`config.mk`:
```
export PLATFORM = sky130hd
export DESIGN_NAME = multi_width_value_scanner_unit
export DESIGN_NICKNAME = d
export VERILOG_FILES = /design/src/hdl/mwvs_pkg.sv /design/src/hdl/mwvs_front.sv /design/src/hdl/mwvs_queue.sv /design/src/hdl/mwvs_back.sv /design/src/hdl/multi_width_value_scanner_unit.sv
export VERILOG_INCLUDE_DIRS = /design/src /design/src/hdl
export SDC_FILE = /design/constraint.sdc
export NUM_CORES = 1
export LEC_CHECK = 0
export ABC_AREA = 1
export CAP_MARGIN = 15
export CORE_UTILIZATION = 28
export CTS_BUF_LIST = sky130_fd_sc_hd__clkbuf_2
export CTS_CLUSTER_SIZE = 14
export DETAILED_ROUTE_END_ITERATION = 10
export DONT_BUFFER_PORTS = 1
export PLACE_DENSITY_LB_ADDON = 0.05
export SKIP_CTS_REPAIR_TIMING = 1
export SLEW_MARGIN = 20
export SYNTH_ARGS = -nofsm -noshare
export SYNTH_HDL_FRONTEND = slang
export SYNTH_SLANG_ARGS = --single-unit
```
`constraint.sdc`:
```
create_clock -name clk -period 11.4 [get_ports clk]
set_clock_uncertainty 0.1 [all_clocks]
set_input_delay 1.14 -clock clk [delete_from_list [all_inputs] [get_ports clk]]
set_output_delay 1.14 -clock clk [all_outputs]
set_load 0.005 [all_outputs]
```
`src/hdl/assert_macros.svh`:
```
// assert_macros.svh
// Assertion shorthands for the scanner. The using module must have clk and
// rst_n in scope.
`ifndef ASSERT_MACROS_SVH
`define ASSERT_MACROS_SVH

// Condition holds at every clock edge out of reset.
`define MWVS_ASSERT_ALWAYS(label, cond, msg) \
    label: assert property (@(posedge clk) disable iff (!rst_n) (cond)) \
        else $error(msg);

// Antecedent in one cycle implies consequent in the same cycle.
`define MWVS_ASSERT_IMPLY(label, ante, cons, msg) \
    label: assert property (@(posedge clk) disable iff (!rst_n) (ante) |-> (cons)) \
        else $error(msg);

// Antecedent in one cycle implies consequent in the next cycle.
`define MWVS_ASSERT_NEXT(label, ante, cons, msg) \
    label: assert property (@(posedge clk) disable iff (!rst_n) (ante) |=> (cons)) \
        else $error(msg);

`endif

```
`src/hdl/mwvs_pkg.sv`:
```
// ============================================================================
// mwvs_pkg
// Shared types, constants and the width-compare function of the scanner.
// ============================================================================
package mwvs_pkg;

    localparam int ADDRESS_BITS_DEF = 48;
    localparam int QUEUE_DEPTH_DEF  = 4;

    localparam int VALUE_W  = 64;
    localparam int ADDR_W   = 48;
    localparam int COUNT_W  = 49;
    localparam int MASK_W   = 4;
    localparam int CFG_IDX_W = 2;

    // Register indexes of the configuration port
    localparam logic [CFG_IDX_W-1:0] REG_REFERENCE = 2'd0;
    localparam logic [CFG_IDX_W-1:0] REG_MODE      = 2'd1;
    localparam logic [CFG_IDX_W-1:0] REG_BASE      = 2'd2;
    localparam logic [CFG_IDX_W-1:0] REG_LAST      = 2'd3;

    // Width mask bits
    localparam logic [MASK_W-1:0] HIT_W8  = 4'h1;
    localparam logic [MASK_W-1:0] HIT_W16 = 4'h2;
    localparam logic [MASK_W-1:0] HIT_W32 = 4'h4;
    localparam logic [MASK_W-1:0] HIT_W64 = 4'h8;
    localparam logic [MASK_W-1:0] HIT_NONE = 4'h0;

    typedef enum logic [2:0] {
        MODE_NONE  = 3'd0,
        MODE_EQ8   = 3'd1,
        MODE_EQ16  = 3'd2,
        MODE_EQ32  = 3'd3,
        MODE_EQ64  = 3'd4,
        MODE_ALL   = 3'd5,
        MODE_MIN16 = 3'd6,
        MODE_MIN32 = 3'd7
    } mwvs_mode_t;

    // One in-range window position waiting for evaluation
    typedef struct packed {
        logic [VALUE_W-1:0] window;
        logic [ADDR_W-1:0]  offset;
    } mwvs_item_t;

    // Front to queue write side
    typedef struct packed {
        logic       valid;
        mwvs_item_t item;
    } mwvs_push_t;

    // Queue read side to back
    typedef struct packed {
        logic       valid;
        mwvs_item_t item;
    } mwvs_head_t;

    function automatic logic [MASK_W-1:0] width_hits(
        input logic [VALUE_W-1:0] window,
        input logic [VALUE_W-1:0] ref_value,
        input mwvs_mode_t         mode
    );
        logic [VALUE_W-1:0] diff;
        logic eq8;
        logic eq16;
        logic eq32;
        logic eq64;
        logic [MASK_W-1:0] hits;
        diff = window ^ ref_value;
        eq8  = (diff[7:0] == 8'd0);
        eq16 = (diff[15:0] == 16'd0);
        eq32 = (diff[31:0] == 32'd0);
        eq64 = (diff == 64'd0);
        case (mode)
            MODE_EQ8:  hits = eq8  ? HIT_W8  : HIT_NONE;
            MODE_EQ16: hits = eq16 ? HIT_W16 : HIT_NONE;
            MODE_EQ32: hits = eq32 ? HIT_W32 : HIT_NONE;
            MODE_EQ64: hits = eq64 ? HIT_W64 : HIT_NONE;
            MODE_ALL:
                hits = !eq8  ? HIT_NONE
                     : !eq16 ? HIT_W8
                     : !eq32 ? (HIT_W8 | HIT_W16)
                     : !eq64 ? (HIT_W8 | HIT_W16 | HIT_W32)
                     : (HIT_W8 | HIT_W16 | HIT_W32 | HIT_W64);
            MODE_MIN16:
                hits = !eq16 ? HIT_NONE
                     : !eq32 ? HIT_W16
                     : !eq64 ? (HIT_W16 | HIT_W32)
                     : (HIT_W16 | HIT_W32 | HIT_W64);
            MODE_MIN32:
                hits = !eq32 ? HIT_NONE
                     : !eq64 ? HIT_W32
                     : (HIT_W32 | HIT_W64);
            default:   hits = HIT_NONE;
        endcase
        return hits;
    endfunction

endpackage

```
`src/hdl/mwvs_front.sv`:
```
// ============================================================================
// mwvs_front
// Byte window, saturating byte counter and offset range check.
// ============================================================================
module mwvs_front
(
    input  logic                            clk,
    input  logic                            rst_n,
    input  logic                            accept,
    input  logic [7:0]                      data_byte,
    input  logic [mwvs_pkg::ADDR_W-1:0]     last_offset,
    output mwvs_pkg::mwvs_push_t            push_out,
    output logic [mwvs_pkg::COUNT_W-1:0]    count_out
);

    localparam logic [mwvs_pkg::COUNT_W-1:0] COUNT_MAX = '1;
    localparam logic [mwvs_pkg::COUNT_W-1:0] LAG       = mwvs_pkg::COUNT_W'(7);

    logic [mwvs_pkg::VALUE_W-1:0] window_reg;
    logic [mwvs_pkg::VALUE_W-1:0] window_next;
    logic [mwvs_pkg::COUNT_W-1:0] count_reg;
    logic [mwvs_pkg::COUNT_W-1:0] count_next;
    logic [mwvs_pkg::COUNT_W-1:0] offset_full;
    logic                         in_range;

    // Offset of the window's oldest byte once this byte enters
    assign offset_full = count_reg - LAG;
    assign in_range    = (count_reg != COUNT_MAX) && (count_reg >= LAG)
                      && (offset_full <= {1'b0, last_offset});

    always_comb
    begin
        window_next = window_reg;
        count_next  = count_reg;
        if (accept)
        begin
            window_next = {data_byte, window_reg[mwvs_pkg::VALUE_W-1:8]};
            if (count_reg != COUNT_MAX)
            begin
                count_next = count_reg + mwvs_pkg::COUNT_W'(1);
            end
        end
    end

    always_ff @(posedge clk or negedge rst_n)
    begin
        if (!rst_n)
        begin
            window_reg <= '0;
            count_reg  <= '0;
        end
        else
        begin
            window_reg <= window_next;
            count_reg  <= count_next;
        end
    end

    assign push_out.valid       = accept && in_range;
    assign push_out.item.window = window_next;
    assign push_out.item.offset = offset_full[mwvs_pkg::ADDR_W-1:0];
    assign count_out            = count_reg;

endmodule

```
`src/hdl/mwvs_queue.sv`:
```
// ============================================================================
// mwvs_queue
// Short register queue between front and back.
// ============================================================================
module mwvs_queue
#(
    parameter int DEPTH = mwvs_pkg::QUEUE_DEPTH_DEF
)
(
    input  logic                       clk,
    input  logic                       rst_n,
    input  mwvs_pkg::mwvs_push_t       push_in,
    input  logic                       pop,
    output mwvs_pkg::mwvs_head_t       head,
    output logic                       full,
    output logic [$clog2(DEPTH+1)-1:0] level
);

    localparam int PTR_W = (DEPTH > 1) ? $clog2(DEPTH) : 1;
    localparam int CNT_W = $clog2(DEPTH+1);
    localparam logic [PTR_W-1:0] PTR_LAST = PTR_W'(DEPTH - 1);

    mwvs_pkg::mwvs_item_t entry_reg [DEPTH];
    logic [PTR_W-1:0] wr_ptr_reg;
    logic [PTR_W-1:0] wr_ptr_next;
    logic [PTR_W-1:0] rd_ptr_reg;
    logic [PTR_W-1:0] rd_ptr_next;
    logic [CNT_W-1:0] count_reg;
    logic [CNT_W-1:0] count_next;
    logic             do_push;
    logic             do_pop;

    assign do_push = push_in.valid && (count_reg != CNT_W'(DEPTH));
    assign do_pop  = pop && (count_reg != '0);

    always_comb
    begin
        wr_ptr_next = wr_ptr_reg;
        rd_ptr_next = rd_ptr_reg;
        count_next  = count_reg;
        if (do_push)
        begin
            wr_ptr_next = (wr_ptr_reg == PTR_LAST) ? '0 : wr_ptr_reg + PTR_W'(1);
        end
        if (do_pop)
        begin
            rd_ptr_next = (rd_ptr_reg == PTR_LAST) ? '0 : rd_ptr_reg + PTR_W'(1);
        end
        if (do_push && !do_pop)
        begin
            count_next = count_reg + CNT_W'(1);
        end
        else if (do_pop && !do_push)
        begin
            count_next = count_reg - CNT_W'(1);
        end
    end

    always_ff @(posedge clk or negedge rst_n)
    begin
        if (!rst_n)
        begin
            wr_ptr_reg <= '0;
            rd_ptr_reg <= '0;
            count_reg  <= '0;
        end
        else
        begin
            wr_ptr_reg <= wr_ptr_next;
            rd_ptr_reg <= rd_ptr_next;
            count_reg  <= count_next;
        end
    end

    always_ff @(posedge clk)
    begin
        if (do_push)
        begin
            entry_reg[wr_ptr_reg] <= push_in.item;
        end
    end

    assign head.valid = (count_reg != '0);
    assign head.item  = entry_reg[rd_ptr_reg];
    assign full       = (count_reg == CNT_W'(DEPTH));
    assign level      = count_reg;

endmodule

```
`src/hdl/mwvs_back.sv`:
```
// ============================================================================
// mwvs_back
// Width compare, address add and result register.
// ============================================================================
module mwvs_back
#(
    parameter int ADDRESS_BITS = mwvs_pkg::ADDRESS_BITS_DEF
)
(
    input  logic                            clk,
    input  logic                            rst_n,
    input  mwvs_pkg::mwvs_head_t            head,
    input  logic [mwvs_pkg::VALUE_W-1:0]    reference_value,
    input  mwvs_pkg::mwvs_mode_t            match_mode,
    input  logic [mwvs_pkg::ADDR_W-1:0]     base_address,
    input  logic                            pop,
    output logic                            head_pop,
    output logic                            empty,
    output logic [mwvs_pkg::ADDR_W-1:0]     match_address,
    output logic [mwvs_pkg::MASK_W-1:0]     width_mask
);

    // Wrap at ADDRESS_BITS, then keep the low 48 bits
    localparam logic [mwvs_pkg::ADDR_W-1:0] KEEP_MASK =
        (ADDRESS_BITS >= mwvs_pkg::ADDR_W) ? {mwvs_pkg::ADDR_W{1'b1}}
        : ((mwvs_pkg::ADDR_W'(1) << ADDRESS_BITS) - mwvs_pkg::ADDR_W'(1));

    logic                          valid_reg;
    logic                          valid_next;
    logic [mwvs_pkg::ADDR_W-1:0]   address_reg;
    logic [mwvs_pkg::MASK_W-1:0]   mask_reg;
    logic [mwvs_pkg::MASK_W-1:0]   hits;
    logic [mwvs_pkg::ADDR_W-1:0]   sum;
    logic                          take_out;
    logic                          load;

    assign hits     = mwvs_pkg::width_hits(head.item.window, reference_value, match_mode);
    assign sum      = (base_address + head.item.offset) & KEEP_MASK;
    assign take_out = pop && valid_reg;
    assign load     = head.valid && (!valid_reg || take_out);

    always_comb
    begin
        valid_next = valid_reg;
        if (load && (hits != mwvs_pkg::HIT_NONE))
        begin
            valid_next = 1'b1;
        end
        else if (take_out)
        begin
            valid_next = 1'b0;
        end
    end

    always_ff @(posedge clk or negedge rst_n)
    begin
        if (!rst_n)
        begin
            valid_reg <= 1'b0;
        end
        else
        begin
            valid_reg <= valid_next;
        end
    end

    always_ff @(posedge clk)
    begin
        if (load && (hits != mwvs_pkg::HIT_NONE))
        begin
            address_reg <= sum;
            mask_reg    <= hits;
        end
    end

    assign head_pop      = load;
    assign empty         = !valid_reg;
    assign match_address = address_reg;
    assign width_mask    = mask_reg;

endmodule

```
`src/hdl/multi_width_value_scanner_unit.sv`:
```
// ============================================================================
// multi_width_value_scanner_unit
// Scans a byte stream for a reference value at 8, 16, 32 and 64 bit widths.
// ============================================================================
// Usage:
//   Input channel: drive data_byte and raise push; a transaction completes on
//   a rising edge with push high and full low. Bytes arrive in address order.
//   Result channel: while empty is low, match_address and width_mask carry the
//   oldest result; raise pop to take it. Only offsets with a nonzero width
//   mask produce a result.
//   Configuration: cfg_write with cfg_index and cfg_data writes one register
//   (0 reference, 1 mode, 2 base address, 3 last offset). Write only while
//   idle.
//   Throughput: one byte per cycle while full is low. The front accepts a byte every
//   cycle while the queue has room; the back retires one queue entry a cycle
//   while the result register is free or being popped.
//   Decision: a decision for offset k is made when byte k+7 arrives; its result
//   is written to the queue at the edge that accepts that byte, and loads the result
//   register once it is at the queue head and the result register is free or popped.
//   Reset: clears registers, window, byte counter, queue and result register.
//   A stalled receiver holds the result; the queue fills, then full rises.
// ============================================================================
`include "assert_macros.svh"

module multi_width_value_scanner_unit
#(
    parameter int ADDRESS_BITS = mwvs_pkg::ADDRESS_BITS_DEF,
    parameter int QUEUE_DEPTH  = mwvs_pkg::QUEUE_DEPTH_DEF
)
(
    input  logic                              clk,
    input  logic                              rst_n,
    // configuration
    input  logic                              cfg_write,
    input  logic [mwvs_pkg::CFG_IDX_W-1:0]    cfg_index,
    input  logic [mwvs_pkg::VALUE_W-1:0]      cfg_data,
    // byte input
    input  logic                              push,
    output logic                              full,
    input  logic [7:0]                        data_byte,
    // results
    output logic                              empty,
    input  logic                              pop,
    output logic [mwvs_pkg::ADDR_W-1:0]       match_address,
    output logic [mwvs_pkg::MASK_W-1:0]       width_mask
);

    localparam int LEVEL_W = $clog2(QUEUE_DEPTH+1);

    logic [mwvs_pkg::VALUE_W-1:0] reference_reg;
    mwvs_pkg::mwvs_mode_t         mode_reg;
    logic [mwvs_pkg::ADDR_W-1:0]  base_reg;
    logic [mwvs_pkg::ADDR_W-1:0]  last_reg;

    mwvs_pkg::mwvs_push_t         front_push;
    mwvs_pkg::mwvs_head_t         queue_head;
    logic                         queue_full;
    logic [LEVEL_W-1:0]           queue_level;
    logic                         head_pop;
    logic                         in_accept;
    logic [mwvs_pkg::COUNT_W-1:0] bytes_seen;

    // ------------------------------------------------------------------------
    // Configuration registers; values are masked to each register's width
    // ------------------------------------------------------------------------
    always_ff @(posedge clk or negedge rst_n)
    begin
        if (!rst_n)
        begin
            reference_reg <= '0;
            mode_reg      <= mwvs_pkg::MODE_NONE;
            base_reg      <= '0;
            last_reg      <= '0;
        end
        else if (cfg_write)
        begin
            case (cfg_index)
                mwvs_pkg::REG_REFERENCE: reference_reg <= cfg_data;
                mwvs_pkg::REG_MODE:      mode_reg <= mwvs_pkg::mwvs_mode_t'(cfg_data[2:0]);
                mwvs_pkg::REG_BASE:      base_reg <= cfg_data[mwvs_pkg::ADDR_W-1:0];
                mwvs_pkg::REG_LAST:      last_reg <= cfg_data[mwvs_pkg::ADDR_W-1:0];
                default:                 ;
            endcase
        end
    end

    // ------------------------------------------------------------------------
    // Front: shift window, count bytes, classify offset in or out of range.
    // Hold input off while the queue is full.
    // ------------------------------------------------------------------------
    assign full      = queue_full;
    assign in_accept = push && !queue_full;

    mwvs_front u_front
    (
        .clk        (clk),
        .rst_n      (rst_n),
        .accept     (in_accept),
        .data_byte  (data_byte),
        .last_offset(last_reg),
        .push_out   (front_push),
        .count_out  (bytes_seen)
    );

    // ------------------------------------------------------------------------
    // Queue: decouple front from back so each side can stall on its own
    // ------------------------------------------------------------------------
    mwvs_queue #(
        .DEPTH(QUEUE_DEPTH)
    ) u_queue
    (
        .clk    (clk),
        .rst_n  (rst_n),
        .push_in(front_push),
        .pop    (head_pop),
        .head   (queue_head),
        .full   (queue_full),
        .level  (queue_level)
    );

    // ------------------------------------------------------------------------
    // Back: compare widths, add base address, drop entries with no hit,
    // advance into the result register
    // ------------------------------------------------------------------------
    mwvs_back #(
        .ADDRESS_BITS(ADDRESS_BITS)
    ) u_back
    (
        .clk            (clk),
        .rst_n          (rst_n),
        .head           (queue_head),
        .reference_value(reference_reg),
        .match_mode     (mode_reg),
        .base_address   (base_reg),
        .pop            (pop),
        .head_pop       (head_pop),
        .empty          (empty),
        .match_address  (match_address),
        .width_mask     (width_mask)
    );

    // ------------------------------------------------------------------------
    // Assertions
    // ------------------------------------------------------------------------
    `MWVS_ASSERT_ALWAYS(a_queue_bound, queue_level <= LEVEL_W'(QUEUE_DEPTH), "queue overfull")
    `MWVS_ASSERT_IMPLY(a_mask_nonzero, !empty, width_mask != mwvs_pkg::HIT_NONE, "zero mask")
    `MWVS_ASSERT_IMPLY(a_push_room, front_push.valid, !queue_full, "push into full queue")
    `MWVS_ASSERT_NEXT(a_count_sat, bytes_seen == '1, bytes_seen == '1, "counter left saturation")

endmodule
```
==> flow_metrics.env, run 1 <==
export IMPL_status="finished, violations left"
export IMPL_violations="max-slew violations"
export IMPL_placedCellCount=5330
export IMPL_pwr_share_comb=0.392
export IMPL_initial_core_util=0.283
export IMPL_start_kind="flip-flop"
export IMPL_ys_warn_count=0
export IMPL_clkPwrFrac=0.227
export IMPL_area_growth_syn_to_layout_pct=14.2
export IMPL_grt_usage=0.204
export IMPL_required_ns=12.76
export IMPL_floorplan_rows=132
export IMPL_worst_ep_arrival_time_ns=7.42
export IMPL_ys_seq_area_frac=0.604
export IMPL_multi_input_area_um2=12800
export IMPL_synthArstFlopShare=0.362
export IMPL_io_buffers=0
export IMPL_r2r_end="u_back.match_address[29]"
export IMPL_crit_buf_inv=5
export IMPL_fin_crit_ns=6.06
export IMPL_grt_max_degree=285
export IMPL_clk_pin_slew_worst_paths_ns=0.11
export IMPL_wl_um=135000
export IMPL_post_route_drc_count=0
export IMPL_synthCells=3695
export IMPL_fin_cells=5859
export IMPL_final_setup_viol_count=0
export IMPL_hold_end="base_reg[35]"
export IMPL_ys_ff_latch=784
export IMPL_drive_gt1_frac=0.115
export IMPL_r2r_cells=15
export IMPL_cts_max_level=4
export IMPL_clock_sinks=784
export IMPL_crit_fanout=65
export IMPL_drt_iter0_drc=1569
export IMPL_antenna_found_initial=6
export IMPL_die_w_um=364
export IMPL_pin_count=133
export IMPL_dp_hpwl_um=93100
export IMPL_cts_buffers=220
export IMPL_switching_share=0.440
export IMPL_synth_area_per_cell_um2=9.91
export IMPL_cts_max_path_buffers=3
export IMPL_min_period_over_period=0.532
export IMPL_drt_wirelength_per_cell_um=23.1
export IMPL_yosys_top_cells_area="edfxtp_1 41%, dfrtp_1 19%, nand2_1 9.9%"
export IMPL_synth_fp_nets=3878
export IMPL_slew_headroom=-0.180
export IMPL_synth_most_common_cell="nand2_1"
export IMPL_cap_violations=0
export IMPL_power_internal_mw=5.52
export IMPL_seqCellArea_um2=22100
export IMPL_slowest_stage="dfrtp_4"
export IMPL_critPathKind="reg -> reg"
export IMPL_synth_top_cell_area_share=0.410
export IMPL_grt_pass1_wl_um=194000
export IMPL_die_area_um2=132000
export IMPL_path_cells="inv_6 -> buf_4 -> buf_4 -> o21ai_0 -> o22ai_1 -> ha_1 -> nand2_1 -> nor2_1 -> inv_1 -> nor2_1 -> inv_1 -> nor4_1 -> a21oi_1 -> o21ai_0 -> xor2_1"
export IMPL_tightestPinTransition_ns=1.77
export IMPL_drt_vias_per_instance=4.60
export IMPL_dr_pass1_iters=7
export IMPL_seqPwrFrac=0.382
export IMPL_synth_top_cells_by_count="970 x nand2_1, 500 x edfxtp_1, 332 x o21ai_0"
export IMPL_dieHeight_um=364
export IMPL_vias=27000
export IMPL_nFillCells=13600
export IMPL_cts_tree="yes"
export IMPL_nNetsFinal=4105
export IMPL_hold_depth=4
export IMPL_vdd_drop_max_mv=0.151
export IMPL_yosys_cell_types_count=55
export IMPL_power_density_nw_per_um2=236
export IMPL_fmax_ghz=0.165
export IMPL_min_from="cfg_index[1]"
export IMPL_synth_edf_count=500
export IMPL_slowest_delay_ns=0.74
export IMPL_crit_family="buffers and inverters"
export IMPL_whs_ns=0.124
export IMPL_p_sw_mw=4.34
export IMPL_synthFlopType="edfxtp_1"
export IMPL_reg2reg_from="u_queue.rd_ptr_reg[0]"
export IMPL_antenna_left=0
export IMPL_cts_root_buf="clkbuf_2"
export IMPL_largest_reg_flops=448
export IMPL_worstHoldPathType="in -> reg"
export IMPL_clk_latency_ns=1.64
export IMPL_grt_pass1_vias=26900
export IMPL_synth_largest_area_cell="edfxtp_1"
export IMPL_syn_area_um2=36600
export IMPL_cp_end_kind="flip-flop"
export IMPL_reg2reg_setup_slack_ns=5.34
export IMPL_report_final_slew_viol_count=284
export IMPL_globalplace_congestion=0.852
export IMPL_hold_violations=0
export IMPL_fin_setup_tns_ns=0
export IMPL_rsz0062_at_grt="false"
export IMPL_grt_overflow_total=0
export IMPL_core_um2=130000
export IMPL_leakagePower_nw=17.3
## worst max path at each step
stage | from | depth (start not counted) | slack (ns) | end
after floorplan | u_front.count_out[0] | 19 | 3.06 | u_queue.entry_reg[0][0]
after global placement | u_queue.rd_ptr_reg[0] | 15 | 5.27 | u_back.match_address[29]
after detailed placement | u_queue.rd_ptr_reg[0] | 15 | 5.40 | u_back.match_address[29]
after CTS | u_queue.rd_ptr_reg[0] | 15 | 5.37 | u_back.match_address[29]
after global routing | u_queue.rd_ptr_reg[0] | 15 | 5.00 | u_back.match_address[29]
final | u_queue.rd_ptr_reg[0] | 15 | 5.34 | u_back.match_address[29]
## per-layer routing
| layer | global-route usage | wire, µm | vias up |
|---|---|---|---|
| met4 | 0.0606 | 3250 | 0 |
| met1 | 0.286 | 66100 | 13100 |
| li1 | - | - | 13100 |
| met5 | 0 | 0 | - |
| met2 | 0.319 | 60600 | 587 |
| met3 | 0.0382 | 5370 | 190 |
## cells by family (layout without fill, tap and decap cells)
logic type / after synthesis / count (layout) / synth area share
AOI/OAI and AO/OA: 537 / 537 / 0.0787
xor gates and xnor gates: 174 / 174 / 0.0416
adders and majority gates: 104 / 104 / 0.0359
buffers and inverters: 441 / 857 / 0.0488
DFF: 784 / 784 / 0.604
muxes: 17 / 17 / 0.00523
other: 0 / 6 / 0
and+or+nand+nor: 1638 / 1638 / 0.186
## worst min-delay path, stage by stage
cell,delay (ns)
nand3_4,0.05
buf_4,0.37
nand2_1,0.16
o21ai_0,0.07
## cell usage in the layout (no fill, tap or decap), types with 4 or more instances in the layout
cell type / instances
nand3b_1: 11
edfxtp_1: 500
a21oi_1: 102
nor2_1: 321
clkinv_1: 41
nor3_2: 9
diode_2: 6
nand4_1: 37
a31oi_1: 7
dfrtp_1: 282
ha_1: 102
o21a_1: 11
dlygate4sd3_1: 108
o21ai_0: 332
bufinv_16: 4
inv_1: 296
o22ai_1: 47
clkbuf_2: 351
inv_6: 6
nor3_1: 37
nor4_1: 24
nor2_2: 7
inv_2: 9
buf_4: 27
nand3_1: 193
xor2_1: 130
nor2_4: 11
nand2_1: 970
nand2_2: 5
mux2_2: 17
clkinv_2: 6
o21ai_1: 8
a21o_1: 7
o21bai_1: 5
xnor2_1: 44
## metrics by stage
step	power, mW	instance area, µm²	setup slack [ns]	util
floorplan	6.13	36600	3.06	-
global placement	7.69	38500	5.27	0.297
detailed placement	7.66	38500	5.40	0.297
global route	10.6	41800	5.00	0.323
CTS	9.97	40600	5.37	0.313
finish	9.86	41800	5.34	0.323
## area by class of cell
cell class | instances | share of cell area
inverter | 306 | 0.0276
multi-input combinational | 2470 | 0.306
clock buffer | 351 | 0.0420
sequential | 784 | 0.529
antenna | 6 | 0.000359
clock inverter | 60 | 0.00925
tap | 1742 | 0.0521
timing repair buffer | 140 | 0.0334
## power groups by stage
stage               clock [mW]  combinational [mW]  sequential [mW]
CTS                       2.35                3.85             3.77
global route              2.47                4.30             3.80
floorplan                    0                2.45             3.68
global placement             0                3.86             3.83
finish                    2.23                3.86             3.76
detailed placement           0                3.83             3.83
(Power assumes the default switching activity.)
==> run 2: changes to the inputs <==
Clock period 11.4 ns to 5.3 ns, I/O delays scaled along.
==> run 2 against run 1 <==
  * The flow finishes with violations (negative hold slack)
  * Sequential share of layout area fell by 2.0 points
  * Cell count up 2.6%
  * Setup slack worse by 4.9 ns
  * Critical path type unchanged
  * Largest cell class unchanged
  * Largest power group unchanged
==> flow_metrics.env, run 2 (synthesis results as in run 1) <==
export IMPL_status="finished, violations left"
export IMPL_violations="negative hold slack"
export IMPL_rsz0062_at_grt="false"
export IMPL_slew_headroom=0.241
export IMPL_pin_count=133
export IMPL_globalplace_congestion=0.862
export IMPL_clock_sinks=784
export IMPL_grt_max_degree=285
export IMPL_multi_input_area_um2=12900
export IMPL_final_setup_viol_count=0
export IMPL_grt_pass1_vias=26700
export IMPL_cts_tree="yes"
export IMPL_io_buffers=0
export IMPL_cts_root_buf="clkbuf_2"
export IMPL_grt_usage=0.202
export IMPL_power_density_nw_per_um2=492
export IMPL_grt_pass1_wl_um=193000
export IMPL_fin_setup_tns_ns=0
export IMPL_final_common_cell="nand2_1"
export IMPL_drive_gt1_frac=0.131
export IMPL_dieHeight_um=364
export IMPL_nFillCells=13600
export IMPL_tightestPinTransition_ns=1.14
export IMPL_drt_vias_per_instance=4.57
export IMPL_dr_pass1_iters=6
export IMPL_cap_violations=0
export IMPL_antenna_found_initial=9
export IMPL_start_kind="flip-flop"
export IMPL_drt_wirelength_per_cell_um=22.6
export IMPL_grt_overflow_total=0
export IMPL_cts_buffers=214
export IMPL_post_route_drc_count=0
export IMPL_hold_violations=284
export IMPL_drt_iter0_drc=1565
export IMPL_nNetsFinal=4253
export IMPL_p_total_mw=21.4
export IMPL_fin_crit_ns=4.91
export IMPL_cp_end_kind="flip-flop"
export IMPL_worstHoldPathType="in -> async"
export IMPL_report_final_slew_viol_count=0
export IMPL_die_w_um=364
export IMPL_antenna_left=0
export IMPL_clk_latency_ns=1.61
export IMPL_floorplan_rows=132
export IMPL_area_growth_syn_to_layout_pct=18.6
export IMPL_worst_ep_arrival_time_ns=6.23
export IMPL_die_area_um2=132000
export IMPL_crit_fanout=5
export IMPL_critPathKind="reg -> reg"
export IMPL_fmax_ghz=0.204
export IMPL_min_period_over_period=0.927
export IMPL_cts_max_level=4
export IMPL_layout_common_cells="970 x nand2_1, 500 x edfxtp_1, 349 x clkbuf_2, 332 x o21ai_0, 321 x nor2_1"
export IMPL_wl_um=136000
export IMPL_required_ns=6.62
export IMPL_leakagePower_nw=18.0
export IMPL_clk_pin_slew_worst_paths_ns=0.11
export IMPL_vias=27500
export IMPL_initial_core_util=0.283
export IMPL_reg2reg_setup_slack_ns=0.39
export IMPL_whs_ns=-1.44
export IMPL_largest_reg_flops=448
export IMPL_seqCellArea_um2=22100
export IMPL_cts_max_path_buffers=3
export IMPL_core_um2=130000
export IMPL_dp_hpwl_um=94800
export IMPL_vdd_drop_max_mv=0.228
==> run 2: report_power, final <==
group | internal [mW] | switching (mW) | total, mW
Sequential | 7.56 | 0.515 | 8.07
Combinational | 2.65 | 6.01 | 8.66
Clock | 1.90 | 2.74 | 4.64
Total | 12.1 | 9.26 | 21.4
==> run 2: stage by stage <==
step / instance area, µm² / utilization / hold WS (ns) / instances / worst slack, ns
final: 43400 / 0.335 / -1.44 / 6013 / 0.389
after global routing: 43400 / 0.335 / -1.68 / 6011 / 0.00206
after floorplan: 36600 / - / 0.134 / 3695 / -1.15
after CTS: 41400 / 0.320 / -1.70 / 5810 / -0.114
after detailed placement: 39400 / 0.304 / 0.154 / 5406 / -0.0608
after global placement: 39400 / 0.304 / 0.153 / 5406 / -0.000913
==> run 2: worst paths after layout <==
| path | startpoint | to | cells after the start |
|---|---|---|---|
| max | u_front.count_out[0] | u_queue.level[2] | 27 |
| min | rst_n | base_reg[20] | 0 |
| max reg2reg | u_front.count_out[0] | u_queue.level[2] | 27 |
| min reg2reg | last_reg[33] | last_reg[33] | 2 |
| max in group asynchronous | rst_n | reference_reg[45] | 0 |
| min in group clk | cfg_index[0] | last_reg[23] | 5 |
==> run 2: cell type report <==
class / count / share of cell area
clock buffer: 349 / 0.0402
multi-input combinational: 2470 / 0.296
antenna: 13 / 0.000749
tap: 1742 / 0.0502
sequential: 784 / 0.509
inverter: 306 / 0.0266
clock inverter: 55 / 0.00775
timing repair buffer: 294 / 0.0688
==> run 2: per-layer routing <==
metal  vias up  track usage  wire length, µm
li1      13300            -                -
met1     13300        0.279            64300
met2       615        0.326            63600
met3       181       0.0336             5190
met4         0       0.0574             2840
met5         -            0                0
==> run 2: critical path, cell delays in order (launching register included) <==
cell and delay [ns]:
dfrtp_2 0.46, ha_1 0.27, nand2_1 0.15, inv_1 0.10, nor2_4 0.17, nand2_2 0.10
nor2_4 0.20, inv_1 0.11, nor2_1 0.17, inv_1 0.09, nor3_2 0.16, xor2_1 0.52
ha_1 0.38, a21oi_1 0.14, o21ai_0 0.10, a21oi_1 0.12, nor2_1 0.06, nor2_1 0.08
nand2_1 0.08, nand2_2 0.13, nand2_4 0.06, inv_1 0.07, ha_1 0.13, inv_1 0.07
fa_1 0.37, a21oi_1 0.14, o21ai_0 0.11, xor2_1 0.15
==> run 3: changes to the inputs <==
Settings changed: CTS_BUF_LIST sky130_fd_sc_hd__clkbuf_2 to unset, SKIP_CTS_REPAIR_TIMING 1 to unset.
==> run 3 against run 2 <==
  * The run still ends with negative hold slack left
  * Power is 9.1% higher
  * Count of clock-buffer cells in the layout is 208 lower
  * Sequential share of layout area is 0.38 points higher
  * Routed wire length is 2.1% lower
  * Clock power is 44% higher
  * Setup slack better by 0.0030 ns
  * Sequential cell count stayed put
==> flow_metrics.env, run 3 (synthesis results as in run 1) <==
export IMPL_nNetsFinal=3993
export IMPL_start_kind="flip-flop"
export IMPL_p_sw_mw=9.30
export IMPL_pin_count=133
export IMPL_fin_setup_tns_ns=0
export IMPL_antenna_found_initial=3
export IMPL_power_density_nw_per_um2=541
export IMPL_slowest_stage="dfrtp_1"
export IMPL_globalplace_congestion=0.862
export IMPL_clk_latency_ns=0.73
export IMPL_grt_overflow_total=0
export IMPL_switching_share=0.399
export IMPL_placed_area_um2=39400
export IMPL_power_internal_mw=14.0
export IMPL_area_growth_syn_to_layout_pct=17.7
export IMPL_crit_family="simple AND/OR/NAND/NOR gates"
export IMPL_floorplan_rows=132
export IMPL_drive_gt1_frac=0.0855
export IMPL_cap_violations=0
export IMPL_crit_buf_inv=3
export IMPL_min_period_over_period=0.926
export IMPL_pwr_share_comb=0.366
export IMPL_tightestPinTransition_ns=0.994
export IMPL_required_ns=5.78
export IMPL_worstHoldPathType="in -> async"
export IMPL_slowest_delay_ns=0.44
export IMPL_drt_vias_per_instance=4.63
export IMPL_status="finished, violations left"
export IMPL_antenna_left=0
export IMPL_drt_wirelength_per_cell_um=23.6
export IMPL_fin_crit_ns=4.91
export IMPL_hold_violations=284
export IMPL_grt_pass1_vias=25900
export IMPL_final_setup_viol_count=0
export IMPL_core_um2=130000
export IMPL_grt_pass1_wl_um=192000
export IMPL_dp_hpwl_um=94800
export IMPL_dpl_worst_slack_ns=-0.0608
export IMPL_crit_fanout=6
export IMPL_fin_ws_ns=0.392
export IMPL_dr_pass1_iters=5
export IMPL_clkPwrFrac=0.287
export IMPL_vias=26100
export IMPL_post_route_drc_count=0
export IMPL_cts_root_buf="clkbuf_16"
export IMPL_seqPwrFrac=0.347
export IMPL_die_area_um2=132000
export IMPL_dieHeight_um=364
export IMPL_grt_usage=0.202
export IMPL_rsz0062_at_grt="false"
export IMPL_grt_max_degree=285
export IMPL_cts_tree="yes"
export IMPL_clk_pin_slew_worst_paths_ns=0.06
export IMPL_cp_end_kind="flip-flop"
export IMPL_final_common_cell="nand2_1"
export IMPL_critPathLaunch="u_front.count_out[0]"
export IMPL_whs_ns=-0.554
export IMPL_critPathKind="reg -> reg"
export IMPL_io_buffers=0
export IMPL_cp_common_cell="nand4_1"
export IMPL_cts_buffers=96
export IMPL_clock_sinks=784
export IMPL_violations="negative hold slack"
export IMPL_cts_max_level=3
export IMPL_worst_ep_arrival_time_ns=5.39
export IMPL_vdd_drop_max_mv=0.262
export IMPL_largest_reg_flops=448
export IMPL_die_w_um=364
export IMPL_ctsHoldBuffers=41
export IMPL_leakagePower_nw=17.4
export IMPL_finish_instance_area_um2=43100
export IMPL_report_final_slew_viol_count=0
export IMPL_reg2reg_from="u_front.count_out[0]"
export IMPL_initial_core_util=0.283
export IMPL_p_total_mw=23.3
export IMPL_layout_common_cells="970 x nand2_1, 500 x edfxtp_1, 332 x o21ai_0, 321 x nor2_1, 296 x inv_1"
export IMPL_wl_um=133000
export IMPL_slew_headroom=0.338
export IMPL_drt_iter0_drc=1712
export IMPL_cts_max_path_buffers=3
export IMPL_fmax_ghz=0.204
[run 3: metal layers]
| layer | GRT usage | wire length (µm) | up-vias |
|---|---|---|---|
| met2 | 0.330 | 62200 | 461 |
| li1 | - | - | 12700 |
| met3 | 0.0225 | 3670 | 149 |
| met5 | 0 | 0 | - |
| met1 | 0.285 | 64400 | 12800 |
| met4 | 0.0476 | 2820 | 0 |
[run 3: worst reg2reg max path: stages, from the launching register on]
cell and delay (ns):
dfrtp_1 0.44, nand3_1 0.23, nand2_1 0.16, nor2_4 0.18, inv_2 0.08, nor2_4 0.09, nand4_1 0.18, nor2_2 0.16
nand2_1 0.13, nor3_2 0.23, nand4_1 0.18, xor2_2 0.23, ha_1 0.33, nand2_1 0.11, nor4_4 0.32, nand4_1 0.13
nor2_1 0.13, nand4_1 0.10, nand2_2 0.16, nand2_4 0.06, inv_1 0.08, ha_1 0.13, inv_1 0.07, fa_1 0.37
a21oi_1 0.14, o21ai_0 0.11, xor2_1 0.15
[run 3: timing repair]
item                                    4_1_cts  5_1_grt
endpoints found under the setup margin      109      449
setup buffers                                 2        5
resized for setup                             1       10
hold endpoints to repair                    358      284
pin swaps                                     1        3
[run 3: layout make-up]
type                            count  area [µm²]
Fill cell                       13400       86500
Sequential cell                   784       22100
Multi-Input combinational cell   2470       12900
Clock buffer                      141        2770
Tap cell                         1742        2180
Timing Repair Buffer              152        1570
Inverter                          306        1160
Clock inverter                     41         432
Antenna cell                        1        2.50
[run 3: worst paths after layout]
check	cells past startpoint	slack, ns	end
hold / removal	0	-0.55	u_front.count_out[2]
min in group clk	2	0.03	reference_reg[44]
hold reg to reg	2	0.38	last_reg[40]
setup / recovery	26	0.39	u_queue.level[2]
max in group asynchronous	0	4.89	u_queue.rd_ptr_reg[1]
setup reg to reg	26	0.39	u_queue.level[2]
[run 3: metrics by stage]
step                utilization  std cells
floorplan                     -       3695
global placement          0.304       5406
detailed placement        0.304       5406
CTS                       0.332       5631
global route              0.333       5636
finish                    0.333       5637
[run 3: power groups by stage]
stage	clock [mW]	combinational, mW	sequential (mW)
finish	6.69	8.53	8.08
global route	7.09	9.48	8.15
CTS	6.89	8.67	8.10
detailed placement	0	8.61	8.21
global placement	0	8.66	8.21
floorplan	0	5.27	7.92
